$ cat config.mk
export PLATFORM = sky130hd
export DESIGN_NAME = cptfm_ram
export DESIGN_NICKNAME = d
export VERILOG_FILES = /design/src/rtl/cptfm_ram.sv
export SDC_FILE = /design/constraint.sdc
export NUM_CORES = 1
export LEC_CHECK = 0
export ABC_AREA = 1
export CAP_MARGIN = 25
export CORE_MARGIN = 1.5
export CORE_UTILIZATION = 50
export CTS_CLUSTER_SIZE = 10
export DETAILED_ROUTE_END_ITERATION = 7
export DONT_BUFFER_PORTS = 1
export SYNTH_ARGS = -nofsm -noshare
export SYNTH_HDL_FRONTEND = slang
export SYNTH_SLANG_ARGS = --single-unit
$ cat constraint.sdc
create_clock -name clk_i -period 4.9 [get_ports clk_i]
set_clock_uncertainty 0.2 [all_clocks]
set_input_delay 1.225 -clock clk_i [delete_from_list [all_inputs] [get_ports clk_i]]
set_output_delay 1.225 -clock clk_i [all_outputs]
set_load 0.02 [all_outputs]
$ cat src/rtl/cptfm_ram.sv
// ----------------------------------------------------------------------------
// cptfm_ram
// generic single-port synchronous ram, registered read
// ----------------------------------------------------------------------------
module cptfm_ram #(
  parameter int unsigned Width = 8,
  parameter int unsigned Depth = 16
) (
  input  logic                     clk_i,
  input  logic                     we_i,
  input  logic [$clog2(Depth)-1:0] addr_i,
  input  logic [Width-1:0]         wdata_i,
  output logic [Width-1:0]         rdata_o
);

  logic [Width-1:0] mem_q [Depth];

  always_ff @(posedge clk_i) begin
    if (we_i) begin
      mem_q[addr_i] <= wdata_i;
    end
    rdata_o <= mem_q[addr_i];
  end

endmodule

Yosys cells after proc, flatten, opt, wreduce, memory -nomap -nowiden
Memories as Yosys holds them, arrays and structs flattened. A register that Yosys moved wholly into a read port is not among the register bits.
Cells that the tools add are included.
- add/sub/neg operators: 0
- multiply operators: 0
- divide/modulo/power cells: 0
- magnitude comparators: 0
- eq/ne operators: 0
- shift operators: 0
- multiplexer cells: 2
- bitwise gates (word level): 0
- reduce and logical (&&, ||, !) cells: 0
- operators by type and width (kind ; number):
    1-bit two-way mux ; 2
- bits in registers: 0
- latch bits: 0
- memory bits (writable): 128
- memory bits (read-only): 0
- input port bits: 14
- output and inout bits: 8
- logic and storage cells: 3
- memories: 1
- memories (name ; words ; bits a word ; read ports ; clocked after Yosys merged registers in ; wr ports ; RTL line ; text):
    mem_q ; 16 ; 8 ; 1 ; 1 ; 1 ; 16 ; logic [Width-1:0] mem_q [Depth];

Longest topological paths before layout
- depth in word-level cells: 2
- gate-level depth with buffers: 11
- mapped depth without buffers: 9

Worst setup path before layout
No wires, ideal clock.
- kind: in2reg
- start point: in addr_i[1]
- end point: mem mem_q[3][0], enable pin
- setup time: 0.370 ns
- arrival: 2.232 ns
- data required time: 4.330 ns
- setup slack: 2.098 ns
- stages on the path: 4
- buffers on the path: 2
- cell sequence: buf_2 clkbuf_1 nand3_1 nor2_1
- RTL lines (item ; RTL line ; text):
    start: declaration ; 11 ; input logic [$clog2(Depth)-1:0] addr_i,
    end: declaration ; 16 ;
No word-level cell before the write port.

Worst setup path after layout
- start point: in addr_i[1]
- end point: mem mem_q[12][6], enable pin
No word-level cell before the write port.

==> run_results.csv <==
group,metric,value,unit
power_and_ir_drop,leakagePower,2.60,nW
clocking,clk_latency,0.53,ns
detailed_routing,vias_per_cell,4.95,
floorplan,die_h,109,um
synth,yosysSeqAreaShare,71.6,%
power_and_ir_drop,p_total,0.00255,W
setup_path,reg2reg_from,"mem_q[12][3]",
clocking,cts_buffer_depth,2,
placement,dp.cells,668,
clocking,numCtsBuffers,17,
synth,synth_cells,548,
detailed_routing,drt_iter0_drc,259,
detailed_routing,drcViolationCount,0,
worst_hold_path,min-delay-start,"mem_q[8][6]",
setup_path,critPathArrivalTime,2.65,ns
floorplan,io_pins,22,
power_and_ir_drop,p_per_area,412,nW/um2
sta,rsz0062_at_grt,"false",
clocking,clock_tree.root_cell,"clkbuf_8",
floorplan,die_area,11800,um2
sta,period_needed,2.69,ns
synth,synth.avg_cell_area,10.2,um2
global_routing,grt_start_max_net_pins,68,
final_layout,ff_latch_area,4000,um2
detailed_routing,drtPass1Iterations,4,
floorplan,rows,38,
clocking,post_cts_buffers,0,
synth,netlist_area,5590,um2
placement,dp_hpwl,7460,um
setup_path,critPathRequiredTime,4.86,ns
final_layout,num_antenna_cells,0,
global_routing,grt_pass1_vias,3415,
sta,hold_viol_final,0,
power_and_ir_drop,ir_worst_vdd,0.000299,V
setup_path,reg2regPathDepth,8,
final_layout,multi_input_area,1390,um2
setup_path,path_class,"input port to register",
clocking,cts_tree,"yes",
sta,slew_violations,0,
global_routing,grtUsageTotal,22.5,%
setup_path,cp_top_family,"simple AND/OR/NAND/NOR gates",
synth,synth-seq-cells,136,
clocking,cts-hold-fix-buffers,0,
sta,setup_viol,0,
setup_path,critical_path.slowest_cell,"nor2_1",
placement,port_buffers,0,
worst_hold_path,min_path_cells,8,
global_routing,overflow,0,
final_layout,utilization,56.8,%
synth,synthesis.nets,562,
setup_path,path_cells,"clkinv_1, nand3_1, nor2_1",
final_layout,finalNetCount,561,
clocking,cts_sinks,136,
global_routing,grt_pass1_wl,18600,um
job,drv_cap,0,
sta,post-route-period-util,54.9,%
final_layout,instances_no_fill,700,
detailed_routing,vias,3465,
worst_hold_path,hold_class,"register to register",
final_layout,synthToLayoutAreaGrowth,10.6,%
outcome,status,"finished, final reports clean",
floorplan,core_area,10900,um2
clocking,cts.clk_slew.worst_paths,0.06,ns
setup_path,end_kind,"register",
clocking,htreeDepth,4,
placement,place_congestion,0.855,
final_layout,drive_above_1_share,5.54,%
setup_path,path_depth,3,
floorplan,die_x,109,um
setup_path,critical_path.max_fanout,35,
synth,ys_types,11,
detailed_routing,ant_nets,0,
setup_path,cp-start-kind,"input port",
setup_path,crit_start,"addr_i[1]",
synth,yosys_warnings,0,
clocking,post_cts_resize_count,0,
sta,fmax,372,MHz
detailed_routing,wl_per_cell,17.0,um
sta,relSlewSlack,44.1,%
detailed_routing,wl,11900,um
global_routing,antenna_found_initial,0,
floorplan,start_util,51.4,%
final_layout,nFillCells,963,
setup_path,path_buf_inv,1,
setup_path,crit_path_max_incr_delay,0.61,ns
sta,setup_tns,0,ns
sta,tightest_slew,0.833,ns
-- stage by stage --
stage	hold WS, ns	instance area (um2)	worst slack [ns]
final	0.522	6190	2.21
after global routing	0.550	6190	2.06
after CTS	0.538	6190	2.26
after detailed placement	0.521	5660	1.69
after global placement	0.524	5660	1.73
after floorplan	0.443	5590	2.10
-- layout make-up --
type	instances	share of cell area, %
sequential	136	64.7
multi-input combinational	368	22.4
clock buffer	19	6.81
tap	140	2.83
clock inverter	13	1.74
inverter	23	1.40
timing repair buffer	1	0.121
-- path summary, 6_finish.rpt --
kind | endpoint | slack, ns
worst max-delay path | mem_q[12][6] | 2.21
worst min register to register | rdata_o[6] | 0.52
worst min-delay path | rdata_o[6] | 0.52
worst max register to register | rdata_o[3] | 3.66
-- worst min-delay path: stages (launching register included) --
cell	delay, ns
edfxtp_1	0.32
nand2_1	0.05
nand2_1	0.05
nand2_1	0.05
nand2_1	0.05
nand2_1	0.04
nand2_1	0.05
inv_1	0.03
nand2_1	0.06
-- Yosys cell counts --
library cell	count	share of area (%)
clkbuf_1	3	0.20
nand2_1	346	23
buf_4	6	0.81
dfxtp_1	8	2.9
nand3_1	4	0.36
clkinv_1	1	0.067
inv_1	21	1.4
inv_2	1	0.067
buf_2	12	1.1
nor2_1	18	1.2
edfxtp_1	128	69
-- sequential cells by signal, summed over array words and instances (netlist names) --
name and cells:
rdata_o 8, mem_q 128
-- layer usage --
layer	part of all wire, %	global-route usage, %	vias to the layer above
li1	-	-	1750
met1	43	29.7	1600
met2	49	34.6	97
met3	6.0	6.87	18
met4	2.1	9.96	0
met5	0	0	-
-- kinds of logic after synthesis --
logic type    share of synthesized area, %
simple gates                          24.8
flops                                 71.6
buf+inv                               3.62
-- cells in the final DEF (no fill, tap or decap), drive strengths merged --
cell type / count
nand3: 4
bufinv: 1
dfxtp: 8
clkinv: 10
buf: 1
nand2: 346
inv: 22
clkinvlp: 3
edfxtp: 128
clkbuf: 19
nor2: 18
-- power breakdown --
group	internal, W	switching [W]
logic	0.0000301	0.0000720
registers	0.00130	0.0000173
clock network	0.000666	0.000464
No activity file was read; power rests on OpenSTA's default activity.
